--- config.mk ---
export PLATFORM = sky130hd
export DESIGN_NAME = ranging_timing_budget_encoder
export DESIGN_NICKNAME = d
export VERILOG_FILES = /design/src/rtl/rtbe_pkg.sv /design/src/rtl/rtbe_div.sv /design/src/rtl/rtbe_enc.sv /design/src/rtl/ranging_timing_budget_encoder.sv
export SDC_FILE = /design/constraint.sdc
export NUM_CORES = 1
export LEC_CHECK = 0
export BUFFER_PORTS_ARGS = -buffer_cell sky130_fd_sc_hd__buf_2
export CORE_UTILIZATION = 40
export CTS_CLUSTER_SIZE = 30
export DETAILED_ROUTE_END_ITERATION = 16
export PLACE_DENSITY_LB_ADDON = 0.1
export SLEW_MARGIN = 10
export SYNTH_ARGS = -nofsm -noshare
export SYNTH_HDL_FRONTEND = slang
export SYNTH_SLANG_ARGS = --single-unit
--- constraint.sdc ---
create_clock -name aclk -period 18 [get_ports aclk]
set_input_delay 3.6 -clock aclk [delete_from_list [all_inputs] [get_ports aclk]]
set_output_delay 3.6 -clock aclk [all_outputs]
set_load 0.01 [all_outputs]
--- src/rtl/rtbe_pkg.sv ---
`timescale 1ns / 1ps
`default_nettype none
package rtbe_pkg;

    localparam int BUDGET_W = 22;
    localparam int CODE_W   = 8;
    localparam int CFG_W    = 16;
    localparam int WORD_W   = 32;
    localparam int MP_W     = 26;
    localparam int PLL_W    = 31;
    localparam int RANGE_W  = 20;
    localparam int EXPO_W   = 5;

    localparam logic [BUDGET_W-1:0] RANGE_LIMIT_US = 22'd1100000;
    localparam logic [9:0]          PHASECAL_US    = 10'd1000;
    localparam logic [7:0]          PHASECAL_MAX   = 8'hFF;
    localparam logic [WORD_W-1:0]   PLL_NUMERATOR  = 32'h4000_0000;

    // Configuration register indexes.
    localparam logic REG_OSC_FREQ = 1'b0;
    localparam logic REG_GUARD    = 1'b1;

    // Status codes.
    localparam logic [1:0] ST_OK    = 2'd0;
    localparam logic [1:0] ST_GUARD = 2'd1;
    localparam logic [1:0] ST_BIG   = 2'd2;
    localparam logic [1:0] ST_OSC   = 2'd3;

    // Conversion jobs, in the order they run.
    localparam logic [2:0] JOB_PC_A  = 3'd0;
    localparam logic [2:0] JOB_MM_A  = 3'd1;
    localparam logic [2:0] JOB_RNG_A = 3'd2;
    localparam logic [2:0] JOB_MM_B  = 3'd3;
    localparam logic [2:0] JOB_RNG_B = 3'd4;

    typedef enum logic [6:0] {
        S_IDLE   = 7'b0000001,
        S_CHK    = 7'b0000010,
        S_PLL    = 7'b0000100,
        S_MP     = 7'b0001000,
        S_DSTART = 7'b0010000,
        S_DIV    = 7'b0100000,
        S_ENC    = 7'b1000000
    } state_t;

    typedef struct packed {
        logic              start;
        logic [WORD_W-1:0] num;
        logic [WORD_W-1:0] den;
    } div_req_t;

    typedef struct packed {
        logic              done;
        logic [WORD_W-1:0] quot;
    } div_rsp_t;

endpackage
`default_nettype wire

--- src/rtl/rtbe_div.sv ---
`timescale 1ns / 1ps
`default_nettype none
module rtbe_div
    import rtbe_pkg::*;
(
    input  wire logic     aclk,
    input  wire logic     aresetn,
    input  wire div_req_t req,
    output div_rsp_t      rsp
);

    logic              busy_reg, busy_next;
    logic              done_reg, done_next;
    logic [4:0]        cnt_reg, cnt_next;
    logic [WORD_W-1:0] rem_reg, rem_next;
    logic [WORD_W-1:0] quo_reg, quo_next;
    logic [WORD_W-1:0] den_reg, den_next;
    logic [WORD_W+1:0] diff;
    logic              ge;

    // One quotient bit per cycle. A zero divisor yields all ones.
    always_comb begin
        diff      = {1'b0, rem_reg, quo_reg[WORD_W-1]} - {2'b00, den_reg};
        ge        = ~diff[WORD_W+1];
        busy_next = busy_reg;
        done_next = 1'b0;
        cnt_next  = cnt_reg;
        rem_next  = rem_reg;
        quo_next  = quo_reg;
        den_next  = den_reg;
        if (req.start) begin
            busy_next = 1'b1;
            cnt_next  = '0;
            rem_next  = '0;
            quo_next  = req.num;
            den_next  = req.den;
        end else if (busy_reg) begin
            rem_next = ge ? diff[WORD_W-1:0] : {rem_reg[WORD_W-2:0], quo_reg[WORD_W-1]};
            quo_next = {quo_reg[WORD_W-2:0], ge};
            cnt_next = cnt_reg + 5'd1;
            if (cnt_reg == 5'd31) begin
                busy_next = 1'b0;
                done_next = 1'b1;
            end
        end
    end

    always_ff @(posedge aclk) begin
        if (!aresetn) begin
            busy_reg <= 1'b0;
            done_reg <= 1'b0;
            cnt_reg  <= '0;
        end else begin
            busy_reg <= busy_next;
            done_reg <= done_next;
            cnt_reg  <= cnt_next;
        end
        rem_reg <= rem_next;
        quo_reg <= quo_next;
        den_reg <= den_next;
    end

    assign rsp.done = done_reg;
    assign rsp.quot = quo_reg;

endmodule
`default_nettype wire

--- src/rtl/rtbe_enc.sv ---
`timescale 1ns / 1ps
`default_nettype none
module rtbe_enc
    import rtbe_pkg::*;
(
    input  wire logic              aclk,
    input  wire logic              aresetn,
    input  wire logic              start,
    input  wire logic [WORD_W-1:0] clks,
    output logic                   done,
    output logic [15:0]            code
);

    logic              busy_reg, busy_next;
    logic              done_reg, done_next;
    logic [WORD_W-1:0] mant_reg, mant_next;
    logic [EXPO_W-1:0] expo_reg, expo_next;

    // The mantissa is shifted right one place per cycle until it fits a byte.
    always_comb begin
        busy_next = busy_reg;
        done_next = 1'b0;
        mant_next = mant_reg;
        expo_next = expo_reg;
        if (start) begin
            expo_next = '0;
            if (clks == '0) begin
                mant_next = '0;
                done_next = 1'b1;
                busy_next = 1'b0;
            end else begin
                mant_next = clks - 32'd1;
                busy_next = 1'b1;
            end
        end else if (busy_reg) begin
            if (mant_reg[WORD_W-1:8] != '0) begin
                mant_next = {1'b0, mant_reg[WORD_W-1:1]};
                expo_next = expo_reg + 5'd1;
            end else begin
                busy_next = 1'b0;
                done_next = 1'b1;
            end
        end
    end

    always_ff @(posedge aclk) begin
        if (!aresetn) begin
            busy_reg <= 1'b0;
            done_reg <= 1'b0;
        end else begin
            busy_reg <= busy_next;
            done_reg <= done_next;
        end
        mant_reg <= mant_next;
        expo_reg <= expo_next;
    end

    assign done = done_reg;
    assign code = {3'b000, expo_reg, mant_reg[7:0]};

endmodule
`default_nettype wire

--- src/rtl/ranging_timing_budget_encoder.sv ---
// Ranging timing budget encoder.
// Input channel s_*: a timing budget in microseconds and the two laser period
// codes, transferred on s_valid and s_ready. Result channel m_*: status, the
// phase calibration timeout and four encoded timeouts, transferred on m_valid
// and m_ready. Configuration is written through cfg_we, cfg_addr and
// cfg_wdata: index 0 is the oscillator frequency, index 1 the guard time.
// The user must write the configuration only while the block is idle; the
// block itself does not enforce this. One item is processed at a time. An
// item that fails the guard, range or oscillator check is rejected in S_CHK.
// A good one runs six 32-bit divisions on one shared restoring divider and a
// serial mantissa normalization for four of them. In both cases m_valid rises
// once the result is loaded into the output register.
// Results sit in an output register; a new item is taken while a result still
// waits, but the next result holds until the receiver takes the old one.
// Reset returns the sequencer to idle, drops m_valid, sets the oscillator
// frequency to 0 and the guard time to 4528 us.
`timescale 1ns / 1ps
`default_nettype none
module ranging_timing_budget_encoder
    import rtbe_pkg::*;
(
    input  wire logic                aclk,
    input  wire logic                aresetn,
    input  wire logic                cfg_we,
    input  wire logic                cfg_addr,
    input  wire logic [CFG_W-1:0]    cfg_wdata,
    input  wire logic                s_valid,
    output logic                     s_ready,
    input  wire logic [BUDGET_W-1:0] s_budget_us,
    input  wire logic [CODE_W-1:0]   s_vcsel_period_a,
    input  wire logic [CODE_W-1:0]   s_vcsel_period_b,
    output logic                     m_valid,
    input  wire logic                m_ready,
    output logic [1:0]               m_status,
    output logic [7:0]               m_phasecal_timeout,
    output logic [15:0]              m_mm_timeout_a,
    output logic [15:0]              m_range_timeout_a,
    output logic [15:0]              m_mm_timeout_b,
    output logic [15:0]              m_range_timeout_b
);

    state_t state_reg, state_next;
    logic [2:0]          job_reg, job_next;
    logic [CFG_W-1:0]    osc_reg, guard_reg;
    logic [BUDGET_W-1:0] budget_reg;
    logic [CODE_W-1:0]   code_a_reg, code_b_reg;
    logic [RANGE_W-1:0]  range_reg, range_next;
    logic [PLL_W-1:0]    pll_reg, pll_next;
    logic [MP_W-1:0]     mp_reg, mp_next;
    logic [1:0]          status_reg, status_next;
    logic [7:0]          pc_reg, pc_next;
    logic [15:0]         mma_reg, mma_next, rnga_reg, rnga_next;
    logic [15:0]         mmb_reg, mmb_next, rngb_reg, rngb_next;
    logic                pend_reg, pend_next;
    logic                m_valid_reg, m_valid_next;
    logic [1:0]          o_status_reg;
    logic [7:0]          o_pc_reg;
    logic [15:0]         o_mma_reg, o_rnga_reg, o_mmb_reg, o_rngb_reg;
    logic                load_out;

    div_req_t            dreq;
    div_rsp_t            drsp;
    logic                enc_start, enc_done;
    logic [15:0]         enc_code;

    logic [BUDGET_W-1:0] diff;
    logic [CODE_W-1:0]   code_sel, pclks;
    logic [23:0]         pll9;
    logic [MP_W-1:0]     m1;
    logic [MP_W+CODE_W-1:0] prod;
    logic [RANGE_W-1:0]  us_sel;
    logic [WORD_W-1:0]   num_sel;
    logic [2:0]          job_inc;

    rtbe_div u_div (
        .aclk    (aclk),
        .aresetn (aresetn),
        .req     (dreq),
        .rsp     (drsp)
    );

    rtbe_enc u_enc (
        .aclk    (aclk),
        .aresetn (aresetn),
        .start   (enc_start),
        .clks    (drsp.quot),
        .done    (enc_done),
        .code    (enc_code)
    );

    assign s_ready = (state_reg == S_IDLE) && !pend_reg;

    // Datapath for the guard check and the macro period.
    always_comb begin
        diff     = budget_reg - {{(BUDGET_W-CFG_W){1'b0}}, guard_reg};
        code_sel = (job_reg < JOB_MM_B) ? code_a_reg : code_b_reg;
        pclks    = {code_sel[6:0] + 7'd1, 1'b0};
        // 2304 * pll wraps at 32 bits; after the shift by 6 only the low 24 bits
        // of 9 * pll survive.
        pll9     = pll_reg[23:0] + {pll_reg[20:0], 3'b000};
        m1       = {pll9, 2'b00};
        prod     = m1 * pclks;
        case (job_reg)
            JOB_PC_A:            us_sel = {{(RANGE_W-10){1'b0}}, PHASECAL_US};
            JOB_MM_A, JOB_MM_B:  us_sel = {{(RANGE_W-1){1'b0}}, 1'b1};
            default:             us_sel = range_reg;
        endcase
        num_sel  = {us_sel, 12'd0} + {7'd0, mp_reg[MP_W-1:1]};
        job_inc  = job_reg + 3'd1;
    end

    always_comb begin
        state_next  = state_reg;
        job_next    = job_reg;
        range_next  = range_reg;
        pll_next    = pll_reg;
        mp_next     = mp_reg;
        status_next = status_reg;
        pc_next     = pc_reg;
        mma_next    = mma_reg;
        rnga_next   = rnga_reg;
        mmb_next    = mmb_reg;
        rngb_next   = rngb_reg;
        pend_next   = pend_reg;
        dreq.start  = 1'b0;
        dreq.num    = PLL_NUMERATOR;
        dreq.den    = {{(WORD_W-CFG_W){1'b0}}, osc_reg};
        enc_start   = 1'b0;
        case (state_reg)
            S_IDLE: begin
                if (s_valid && s_ready) begin
                    state_next = S_CHK;
                end
            end
            S_CHK: begin
                pc_next   = '0;
                mma_next  = '0;
                rnga_next = '0;
                mmb_next  = '0;
                rngb_next = '0;
                if (budget_reg <= {{(BUDGET_W-CFG_W){1'b0}}, guard_reg}) begin
                    status_next = ST_GUARD;
                    pend_next   = 1'b1;
                    state_next  = S_IDLE;
                end else if (diff > RANGE_LIMIT_US) begin
                    status_next = ST_BIG;
                    pend_next   = 1'b1;
                    state_next  = S_IDLE;
                end else if (osc_reg == '0) begin
                    status_next = ST_OSC;
                    pend_next   = 1'b1;
                    state_next  = S_IDLE;
                end else begin
                    status_next = ST_OK;
                    range_next  = diff[RANGE_W:1];
                    dreq.start  = 1'b1;
                    state_next  = S_PLL;
                end
            end
            S_PLL: begin
                if (drsp.done) begin
                    pll_next   = drsp.quot[PLL_W-1:0];
                    job_next   = JOB_PC_A;
                    state_next = S_MP;
                end
            end
            S_MP: begin
                mp_next    = prod[WORD_W-1:6];
                state_next = S_DSTART;
            end
            S_DSTART: begin
                dreq.start = 1'b1;
                dreq.num   = num_sel;
                dreq.den   = {{(WORD_W-MP_W){1'b0}}, mp_reg};
                state_next = S_DIV;
            end
            S_DIV: begin
                if (drsp.done) begin
                    if (job_reg == JOB_PC_A) begin
                        pc_next    = (drsp.quot > {24'd0, PHASECAL_MAX}) ?
                                     PHASECAL_MAX : drsp.quot[7:0];
                        job_next   = job_inc;
                        state_next = S_DSTART;
                    end else begin
                        enc_start  = 1'b1;
                        state_next = S_ENC;
                    end
                end
            end
            S_ENC: begin
                if (enc_done) begin
                    case (job_reg)
                        JOB_MM_A:  mma_next  = enc_code;
                        JOB_RNG_A: rnga_next = enc_code;
                        JOB_MM_B:  mmb_next  = enc_code;
                        default:   rngb_next = enc_code;
                    endcase
                    job_next = job_inc;
                    if (job_reg == JOB_RNG_B) begin
                        pend_next  = 1'b1;
                        state_next = S_IDLE;
                    end else if (job_inc == JOB_MM_B) begin
                        state_next = S_MP;
                    end else begin
                        state_next = S_DSTART;
                    end
                end
            end
            default: begin
                state_next = S_IDLE;
            end
        endcase
        // A finished result moves to the output register once it is free.
        load_out     = pend_reg && (!m_valid_reg || m_ready);
        m_valid_next = m_valid_reg && !m_ready;
        if (load_out) begin
            pend_next    = 1'b0;
            m_valid_next = 1'b1;
        end
    end

    always_ff @(posedge aclk) begin
        if (!aresetn) begin
            state_reg   <= S_IDLE;
            job_reg     <= JOB_PC_A;
            pend_reg    <= 1'b0;
            m_valid_reg <= 1'b0;
            osc_reg     <= '0;
            guard_reg   <= 16'd4528;
        end else begin
            state_reg   <= state_next;
            job_reg     <= job_next;
            pend_reg    <= pend_next;
            m_valid_reg <= m_valid_next;
            if (cfg_we) begin
                case (cfg_addr)
                    REG_OSC_FREQ: osc_reg   <= cfg_wdata;
                    REG_GUARD:    guard_reg <= cfg_wdata;
                    default:      osc_reg   <= osc_reg;
                endcase
            end
        end
        if (s_valid && s_ready) begin
            budget_reg <= s_budget_us;
            code_a_reg <= s_vcsel_period_a;
            code_b_reg <= s_vcsel_period_b;
        end
        range_reg  <= range_next;
        pll_reg    <= pll_next;
        mp_reg     <= mp_next;
        status_reg <= status_next;
        pc_reg     <= pc_next;
        mma_reg    <= mma_next;
        rnga_reg   <= rnga_next;
        mmb_reg    <= mmb_next;
        rngb_reg   <= rngb_next;
        if (load_out) begin
            o_status_reg <= status_reg;
            o_pc_reg     <= pc_reg;
            o_mma_reg    <= mma_reg;
            o_rnga_reg   <= rnga_reg;
            o_mmb_reg    <= mmb_reg;
            o_rngb_reg   <= rngb_reg;
        end
    end

    assign m_valid            = m_valid_reg;
    assign m_status           = o_status_reg;
    assign m_phasecal_timeout = o_pc_reg;
    assign m_mm_timeout_a     = o_mma_reg;
    assign m_range_timeout_a  = o_rnga_reg;
    assign m_mm_timeout_b     = o_mmb_reg;
    assign m_range_timeout_b  = o_rngb_reg;

endmodule
`default_nettype wire
---- After elaboration in Yosys (flattened, before gate mapping) ----
Cells that the tools add are included.
storage, ports and cells
  register bits after elaboration ......... 440
  input bits .............................. 60
  output and inout bits ................... 76
  word-level logic and storage cells ...... 187
operators by class
  add/subtract/negate cells ............... 9
  multiply operators ...................... 1
  $lt $le $gt $ge ......................... 4
  equal/unequal tests ..................... 24
  mux-type cells .......................... 70
  bitwise logic cells ..................... 7
  reduce and logical (&&, ||, !) cells .... 37
operator list
  kind                   number
  $mux 32                7
  $mux 16                8
  $pmux 16 s2            4
  $mux 64                1
  $pmux 7 s7             1
  $mux 7                 6
  $pmux 20 s2            1
  $sub 33x32->34         1
  $add 32x25->32         1
  $gt 32x8->1 const B    1
  $logic_not 32->1       1
  $sub 32x1->32 const B  1
  $mul 24x7->29          1
  $add 24x24->24         1
  $mux 1                 24
  $mux 8                 3
  $reduce_bool 24->1     1
  $gt 22x21->1 const B   1
  $le 22x16->1           1
  $sub 22x16->22         1
  $mux 3                 7
  $logic_not 16->1       1
  $pmux 8 s2             1
  $reduce_and 3->1       5
  other kinds (34)       72

---- Longest topological paths before layout ----
Gate-level depths: netlist of run 1.
  word-level depth ........................ 6
  gate-level depth with buffers ........... 27
  gate-level depth less buffers ........... 27

---- Modules after synthesis ----
Synthesis of run 1 repeated with hierarchy kept, for this count alone.
unflattened totals
  cell total of the unflattened synthesis .. 2,457
  area total of the unflattened synthesis .. 26,522.9 µm²
by module, submodules not included
  module                         instances  cells an instance  area each (µm²)
  ranging_timing_budget_encoder  1          1,608              17,954.7
  rtbe_div                       1          599                6,142.1
  rtbe_enc                       1          250                2,426.1

---- Least setup slack after synthesis of run 1 ----
No wires, ideal clock.
  path kind ............................... register to register
  start ................................... reg job_reg[1]
  end ..................................... reg mp_reg[25] (data pin)
  arrival ................................. 7.126 ns
  setup slack ............................. 10.606 ns
  cell stages (with the launch flop) ...... 28
  cells stage by stage .................... dfxtp_1 -> a21oi_1 -> mux2i_1 -> inv_1 -> clkbuf_1 -> ha_1 -> inv_1 -> clkbuf_1 -> clkbuf_1 -> nor2_1 -> fa_1 -> inv_1 -> fa_1 -> inv_1 -> fa_1 -> inv_1 -> fa_1 -> inv_1 -> ha_1 -> and3_1 -> a221o_1 -> a21oi_1 -> o2111ai_1 -> nor4bb_1 -> nor2_1 -> o311ai_0 -> o211ai_1 -> xnor3_1
between the ends
  cells in the longest elaborated chain, start to end .. 4
RTL lines
  item                    RTL line                              RTL
  from (decl)             ranging_timing_budget_encoder.sv:43   logic [2:0] job_reg, job_next;
  from (signal assigned)  ranging_timing_budget_encoder.sv:232  job_reg <= job_next;
  $lt 3x2->1              ranging_timing_budget_encoder.sv:96   code_sel = (job_reg < JOB_MM_B) ? code_a_reg : code_b_reg;
  $mux 7                  ranging_timing_budget_encoder.sv:96
  $add 7x1->7             ranging_timing_budget_encoder.sv:97   pclks = {code_sel[6:0] + 7'd1, 1'b0};
  $mul 24x7->29           ranging_timing_budget_encoder.sv:102  prod = m1 * pclks;
  via prod[31]            ranging_timing_budget_encoder.sv:70   logic [MP_W+CODE_W-1:0] prod;
  to (signal assigned)    ranging_timing_budget_encoder.sv:250  mp_reg <= mp_next;
  to (decl)               ranging_timing_budget_encoder.sv:49   logic [MP_W-1:0] mp_reg, mp_next;
The timed path passes the listed nets, and every way through them passes these cells.
A chain may end at the register's enable or synchronous reset.

---- Worst setup path in the final report of run 1 ----
Ends and elaborated chain as after synthesis.

==> results of run 1 <==
==> worst max path at each step <==
stage,cells after the start,startpoint,to
floorplan,27,job_reg[1],mp_reg[25]
global placement,26,job_reg[1],mp_reg[25]
detailed placement,26,job_reg[1],mp_reg[25]
CTS,26,job_reg[1],mp_reg[25]
global route,26,job_reg[1],mp_reg[25]
finish,26,job_reg[1],mp_reg[25]
==> per-layer routing <==
layer  track usage, %  vias to the layer above  share of wire, %
met3            3.865                       98               5.5
met5                0                        -                 0
met4            5.870                        0               2.4
met2            33.65                      424                46
li1                 -                     8961                 -
met1            29.03                     9060                46
==> worst max-delay path, stage by stage, from the launching register on <==
cell and delay (ps):
dfxtp_1 370, a21oi_2 260, buf_4 280, mux2i_1 210
buf_4 210, inv_1 300, ha_1 560, inv_1 690
nor2_1 150, fa_1 510, inv_1 50, fa_1 470
inv_1 50, fa_1 530, inv_1 60, fa_1 530
inv_1 40, ha_1 340, and3_1 220, a221o_1 200
a21oi_1 170, o2111ai_1 390, nor4bb_1 580, nor2_1 180
o311ai_0 350, o211ai_1 150, xnor3_1 380
==> cell type report <==
class | instances | area [um^2]
clock buffers | 57 | 1244
clock inverters | 30 | 354.1
fillers | 5951 | 33710
inverters | 188 | 705.7
multi-input cells | 1789 | 12800
flip-flops and latches | 410 | 11410
well taps | 837 | 1047
repair buffers | 144 | 785.8
==> cell usage after synthesis (19+ instances only) <==
cell,n
a211oi_1,40
a21boi_0,31
nand2b_1,19
o211ai_1,19
inv_1,187
a21oi_1,98
a21o_1,35
dfxtp_1,90
o21a_1,24
fa_1,112
clkbuf_1,76
nor2b_1,27
xor2_1,58
nand2_1,315
and2_1,41
ha_1,127
nand3_1,45
o21ai_0,108
and3_1,32
edfxtp_1,320
nor2_1,237
xnor2_1,78
nor3_1,43
nor4_1,44
==> power by group through the flow <==
stage	Clock, mW	Sequential (mW)	Combinational [mW]
finish	0.978	1.16	1.27
global route	1.03	1.16	1.43
CTS	1.00	1.16	1.28
detailed placement	0	1.18	1.27
global placement	0	1.18	1.26
floorplan	0	1.16	0.961
==> metrics by stage <==
stage	utilization (%)	power [mW]	hold slack, ps
after floorplan	-	2.123	400.3
after global placement	43.08	2.433	400.4
after detailed placement	43.08	2.446	404.5
after CTS	45.66	3.437	416.6
after global routing	45.68	3.626	422.6
final	45.68	3.411	411.3
==> kinds of logic (layout without fill, tap and decap cells) <==
family	Yosys count	in the layout
AO/OA/AOI/OAI	485	485
XOR/XNOR	137	137
adder cells (fa/ha/maj)	239	239
buffers and inverters	293	419
flip-flops	410	410
multiplexers	15	15
other	1	12
AND/OR/NAND/NOR	901	901
==> out/qor.csv, run 1 <==
metric,value,unit
hold path start,mma_reg[11],
DRC violations left,0,
hold buffer count at cts,0,
yosys warns,0,
vias in the first global route,18290,
most frequent cells in the layout,"edfxtp_1, nand2_1, nor2_1",
Root Driver,clkbuf_16,
async set-reset flop share out of synthesis,0,%
area growth from synthesis to layout,12.17,%
Final Hold Vio Count,0,
final net count,2879,
pre-CTS WS,9522,ps
crit share post-route,47.30,%
Clk pwr share,28.7,%
worst-path maximum fanout,20,
Reg-to-Reg End,mp_reg[25],
post-layout instance area,28350,um^2
critical path class,reg -> reg,
CP required,18330,ps
Initial Util,40.73,%
Cells after DPL,3367,
largest family of logic cells by synthesized area,simple AND/OR/NAND/NOR gates,
R2R Setup Slk,9490,ps
GRT overflow,0,
RR Startpoint,job_reg[1],
CTS H-tree lvls,2,
complex-gate fraction of the synthesized area,12.80,%
CP Capture Type,flip-flop,
final WL,67170,um
worst clock skew,12.19,ps
RSZ-0062 raised after global routing,false,
hold depth,0,
sequential group share of total power,34.0,%
chip width,253.4,um
register area share after synthesis,45.15,%
ranking of synthesized cells by area,"edfxtp_1, fa_1, dfxtp_1",
Leakage Power,11.21,nW
detailed-route vias per instance,5.367,
RePlAce Congestion,0.8532,
placed inst area,26730,um^2
Worst Reg-to-Reg Cells,26,
setup ws final,9486,ps
Post-Synthesis Cells,2481,
Post-CTS Setup Inserts,0,
ant diodes,0,
Pwr per Cell Area,120.3,nW/um^2
initial DRC count,1238,
Worst-Skew Late Latency,580,ps
Yosys top cell area share,38.02,%
io pins,136,
post-synth cell types,81,
Worst-Margin Slew,1139,ps
maximum root-to-sink buffer count,3,
Sw Pwr,1.205,mW
PortBufs,121,
core region area,62050,um^2
post-synthesis xor/xnor area fraction,4.802,%
Fmax,0.1174,GHz
Max-Slew Margin vs Limit,24.06,%
ys flop type,edfxtp_1,
Max Cap Viol,0,
minimum clock period,8514,ps
drt wl/cell,19.44,um
routed via count,18540,
"commonest non-fill, non-tap cell in the layout",edfxtp_1,
Die H,253.4,um
Synth Register Bits,410,
ANT nets after route,0,
largest area contributor in the netlist,edfxtp_1,
initial antenna violation count,1,
setup tns final,0,ps
Max Slew Vio Count,0,
worst vdd ir,0.07056,mV
largest net degree at the start of global routing,63,
"CTS clk-pin slew, worst paths",60,ps
Gate power share,37.3,%
Post-Synthesis Cell Area,25270,um^2
Site Rows,91,
GR Util All Layers,21.03,%
setup violators final,0,
first-pass GRT wire length,103900,um
status,completed,
CTS Sinks,410,
share of layout cells above drive strength 1,9.702,%
CP startpoint kind,flip-flop,
area share of fa/ha/maj cells after synthesis,15.16,%
internal power,2.206,mW
TritonRoute pass-1 iters,5,
worst min-delay path category,reg -> reg,
CTS Buf Count,47,
total die area,64190,um^2
worst path arrival time,8840,ps
Hold Path Sink,m_mm_timeout_a[11],
Post-synth EDFFs,320,
Net Sw Frac,35.33,%
syn_area_per_cell,10.19,um^2
dpl hpwl,50650,um
post-route insts no fill,3455,
Post-Synth Simple-Gate Area,16.86,%
CTS tree,yes,
post-synthesis mux area share,0.6040,%
count of cells resized by post-cts repair,0,
Power figures use the tool's default switching activity.
==> run 2, diff against run 1 <==
Settings changed: ABC_AREA set to 1.
Clock period 18 ns to 8.5 ns, I/O delays scaled along.
==> run 2 against run 1 <==
Effect of this change:
- synthesized cell count grew 13%
- largest cell class unchanged
- combinational power grew to 3.6 times the previous value
- critical path type unchanged
- largest power group unchanged
- wire length shrank 3.9%
- die area grew 0.22%
==> out/qor.csv, run 2 <==
metric,value,unit
CTS tree,yes,
DRC violations left,0,
Max-Slew Margin vs Limit,19.56,%
hold buffer count at cts,0,
final net count,3239,
post-layout util,45.93,%
Max Slew Vio Count,0,
Leakage Power,12.53,nW
total die area,64330,um^2
drt wl/cell,16.92,um
Worst-Skew Late Latency,590,ps
initial antenna violation count,0,
"CTS clk-pin slew, worst paths",70,ps
Final Hold Vio Count,0,
placed inst area,26880,um^2
worst min-delay path category,reg -> reg,
setup violators final,0,
CP startpoint kind,flip-flop,
largest net degree at the start of global routing,63,
CP Capture Type,flip-flop,
Post-CTS Setup Inserts,0,
worst vdd ir,0.2381,mV
CTS H-tree lvls,2,
GRT overflow,0,
Synth Register Bits,410,
RePlAce Congestion,0.8853,
crit share post-route,83.53,%
setup ws final,1400,ps
PortBufs,121,
routed via count,19010,
core region area,62170,um^2
worst clock skew,19.31,ps
GR Util All Layers,20.32,%
Yosys top cell area share,37.94,%
Worst path top cell family by delay,adder cells,
post-route insts no fill,3817,
post-synth cell types,53,
critical path depth,27,
Post-Synthesis Cells,2802,
post-layout instance area,28550,um^2
Initial Util,40.74,%
CTS Buf Count,48,
top-count cell post-synth,nand2_1,
critical path class,reg -> reg,
share of layout cells above drive strength 1,9.698,%
Post-Synthesis Cell Area,25330,um^2
RSZ-0062 raised after global routing,false,
syn_area_per_cell,9.040,um^2
TritonRoute pass-1 iters,7,
Die H,253.6,um
dpl hpwl,50280,um
worst path arrival time,7450,ps
setup tns final,0,ps
pre-CTS WS,1447,ps
most frequent cells in the layout,"nand2_1, inv_1, nor2_1",
yosys warns,0,
Critical Path Slowest Stage Cell,fa_1,
final WL,64580,um
count of cells resized by post-cts repair,0,
worst hold slack,414.7,ps
status,completed,
Pwr per Cell Area,329.2,nW/um^2
largest area contributor in the netlist,edfxtp_1,
most used cell along the critical path,nand2_1,
chip width,253.6,um
Fmax,0.1408,GHz
CTS Sinks,410,
Worst-Margin Slew,1199,ps
async set-reset flop share out of synthesis,0,%
Site Rows,91,
Cells after DPL,3727,
area growth from synthesis to layout,12.72,%
ranking of synthesized cells by area,"edfxtp_1, fa_1, nand2_1",
first-pass GRT wire length,102500,um
hold depth,0,
io pins,136,
"slowest stage delay, CP",540,ps
detailed-route vias per instance,4.981,
Worst Path Buf+Inv,4,
Synth top cells by count,"nand2_1, inv_1, nor2_1",
ant diodes,0,
total power,9.399,mW
Root Driver,clkbuf_16,
CP required,8850,ps
minimum clock period,7100,ps
"commonest non-fill, non-tap cell in the layout",nand2_1,
maximum root-to-sink buffer count,3,
worst-path maximum fanout,6,
ANT nets after route,0,
vias in the first global route,19100,
Post-synth EDFFs,320,
register area share after synthesis,45.05,%
Max Cap Viol,0,
Worst Reg-to-Reg Cells,27,
ys flop type,edfxtp_1,
initial DRC count,1149,
-- run 2: changes by cell type after synthesis, moves of 36 or more --
cell / change
clkbuf_1: -40
nor2_1: +103
nand2_1: +197
a21oi_1: +111
nand3_1: +60
inv_1: +216
o21ai_0: +39
and2_1: -38
xnor2_1: -36
-- run 2: logic make-up (layout without fill, tap and decap cells) --
family / after synthesis / after routing / share of synthesized area, %
AND/OR/NAND/NOR: 1091 / 1091 / 18.29
buffers and inverters: 486 / 653 / 7.607
AO/OA/AOI/OAI: 461 / 461 / 9.929
flip-flops: 410 / 410 / 45.05
adder cells (fa/ha/maj): 239 / 239 / 15.13
XOR/XNOR: 111 / 111 / 3.868
multiplexers: 3 / 3 / 0.1186
other: 1 / 12 / 0.01480
-- run 2: metal layers --
| layer | part of all wire (%) | global-route usage, % | vias up |
|---|---|---|---|
| li1 | - | - | 9538 |
| met1 | 47 | 28.07 | 8967 |
| met2 | 45 | 32.49 | 412 |
| met3 | 4.7 | 2.704 | 94 |
| met4 | 3.5 | 7.556 | 0 |
| met5 | 0 | 0 | - |
-- run 2: layout make-up --
| type | instances | area [um^2] |
|---|---|---|
| inverter | 414 | 1554 |
| multi-input combinational | 1917 | 12050 |
| tap | 837 | 1047 |
| sequential | 410 | 11410 |
| timing repair buffer | 149 | 815.8 |
| fill | 6077 | 33620 |
| clock buffer | 60 | 1308 |
| clock inverter | 30 | 364.1 |
-- run 2: final timing paths --
| kind | startpoint | end | slack [ps] |
|---|---|---|---|
| setup / recovery | pll_reg[0] | mp_reg[25] | 1400 |
| hold / removal | mmb_reg[0] | m_mm_timeout_b[0] | 410 |
| setup reg to reg | pll_reg[0] | mp_reg[25] | 1400 |
| hold reg to reg | mmb_reg[0] | m_mm_timeout_b[0] | 410 |
-- run 2: power breakdown --
part	total (mW)	switching (mW)	internal, mW
clock	2.15	0.862	1.29
combinational	4.61	2.93	1.68
sequential	2.64	0.0618	2.58
==> run 3, diff against run 2 <==
Clock period 8.5 ns to 5.89 ns, I/O delays scaled along.
==> run 3 against run 2 <==
Effect of this change:
- the flow now finishes with violations (setup timing)
- critical endpoint unchanged
- non-clock buffer count up 220
- core utilization increased by 4.9 points
- die area is the same
- maximum frequency increased by 15%
- combinational power grew to 2.5 times the previous value
- flip-flop and latch count is the same
- clock skew rose by 28 ps
- sequential power grew 44%
==> out/qor.csv, run 3 (same netlist as run 2, synthesis figures left out) <==
metric,value,unit
RR Startpoint,pll_reg[3],
CTS tree,yes,
most frequent cells in the layout,"nand2_1, inv_1, edfxtp_1",
chip width,253.6,um
Worst Path Buf+Inv,7,
ANT nets after route,0,
status,"finished, violations left",
RePlAce Congestion,0.8976,
initial antenna violation count,0,
"commonest non-fill, non-tap cell in the layout",nand2_1,
GR Util All Layers,21.46,%
Max-Slew Margin vs Limit,8.192,%
Worst path top cell family by delay,adder cells,
CTS H-tree lvls,2,
io pins,136,
pre-CTS WS,-486.7,ps
drt wl/cell,16.89,um
routed via count,20050,
"CTS clk-pin slew, worst paths",60,ps
Multi-input gate area,13130,um^2
Pwr per Cell Area,590.7,nW/um^2
Die H,253.6,um
area growth from synthesis to layout,24.72,%
violated checks,setup timing,
fill count,5814,
worst min-delay path category,reg -> reg,
total die area,64330,um^2
PortBufs,121,
hold buffer count at cts,0,
initial DRC count,1197,
hold depth,0,
CP startpoint kind,flip-flop,
Leakage Power,13.79,nW
register area,11410,um^2
vias in the first global route,20240,
Fmax,0.1619,GHz
worst clock skew,47.08,ps
CTS Buf Count,48,
start point of the critical path,pll_reg[3],
Max Slew Vio Count,0,
setup violators final,11,
Initial Util,40.74,%
detailed-route vias per instance,4.965,
final net count,3459,
share of layout cells above drive strength 1,21.94,%
final WL,68220,um
CTS Sinks,410,
worst path arrival time,6510,ps
CP Capture Type,flip-flop,
worst vdd ir,0.6665,mV
Max Cap Viol,0,
Worst Reg-to-Reg Cells,28,
Worst-Skew Late Latency,610,ps
critical path depth,28,
TritonRoute pass-1 iters,5,
hold path start,rnga_reg[7],
total power,18.66,mW
DRC violations left,0,
maximum root-to-sink buffer count,3,
largest net degree at the start of global routing,63,
minimum clock period,6175,ps
Final Hold Vio Count,0,
worst-path maximum fanout,5,
setup ws final,-284.8,ps
Critical Path Slowest Stage Cell,fa_1,
Worst-Margin Slew,1369,ps
GRT overflow,0,
core region area,62170,um^2
Root Driver,clkbuf_16,
RSZ-0062 raised after global routing,true,
Site Rows,91,
dpl hpwl,52410,um
critical path class,reg -> reg,
crit share post-route,104.8,%
"slowest stage delay, CP",500,ps
first-pass GRT wire length,108400,um
CP required,6220,ps
## run 3: changes by cell type in the layout (fill, tap and decap cells not counted), moves of 16 or more
| cell | before | now |
|---|---|---|
| nand2_2 | 7 | 23 |
| nor2_1 | 338 | 294 |
| inv_2 | 5 | 30 |
| ha_4 | 0 | 25 |
| nor2_4 | 1 | 26 |
| a21oi_2 | 5 | 24 |
| a21oi_1 | 209 | 182 |
| inv_1 | 403 | 372 |
| buf_4 | 28 | 222 |
| ha_1 | 127 | 101 |
| nor2_2 | 5 | 24 |
| nand2_1 | 511 | 489 |
## run 3: area by class of cell
cell class	instances	share of cell area (%)
Antenna cell	2	0.01584
Clock buffer	56	4.024
Clock inverter	33	1.454
Inverter	414	5.026
Multi-Input combinational cell	1917	41.57
Sequential cell	410	36.13
Tap cell	837	3.315
Timing Repair Buffer	369	8.460
## run 3: path summary, 6_finish.rpt
| path | to | slack (ps) |
|---|---|---|
| worst max-delay path | mp_reg[25] | -280 |
| worst min-delay path | m_range_timeout_a[7] | 410 |
| worst max register to register | mp_reg[25] | -280 |
| worst min register to register | m_range_timeout_a[7] | 410 |
## run 3: power breakdown
part / switching, mW / internal (mW)
logic: 6.08 / 5.57
registers: 0.0936 / 3.72
clock network: 1.28 / 1.92
## run 3: through the flow
step	hold WS (ps)	TNS, ps	cell area, um^2	util, %	std cells
5_1_grt	424.8	-4979	31590	50.81	4036
2_1_floorplan	400.3	-0.3166	25520	-	2813
3_3_place_gp	401.0	-4116	28380	45.65	3897
3_5_place_dp	404.5	-4614	28380	45.65	3897
6_report	414.7	-1392	31590	50.82	4038
4_1_cts	416.9	-1154	31120	50.06	4015
## run 3: repair_timing
| action | in CTS | in global routing |
|---|---|---|
| cloned | 1 | 0 |
| endpoints found under the setup margin | 18 | 18 |
| hold endpoints to repair | 0 | 0 |
| gates resized for setup | 171 | 77 |
| buffers inserted | 30 | 22 |
| pin swaps | 114 | 71 |
## run 3: routing by layer
metal,track usage (%),routed length (um)
met1,29.03,31470
met5,0,0
met2,35.97,32430
met4,6.489,1836
met3,2.509,2479
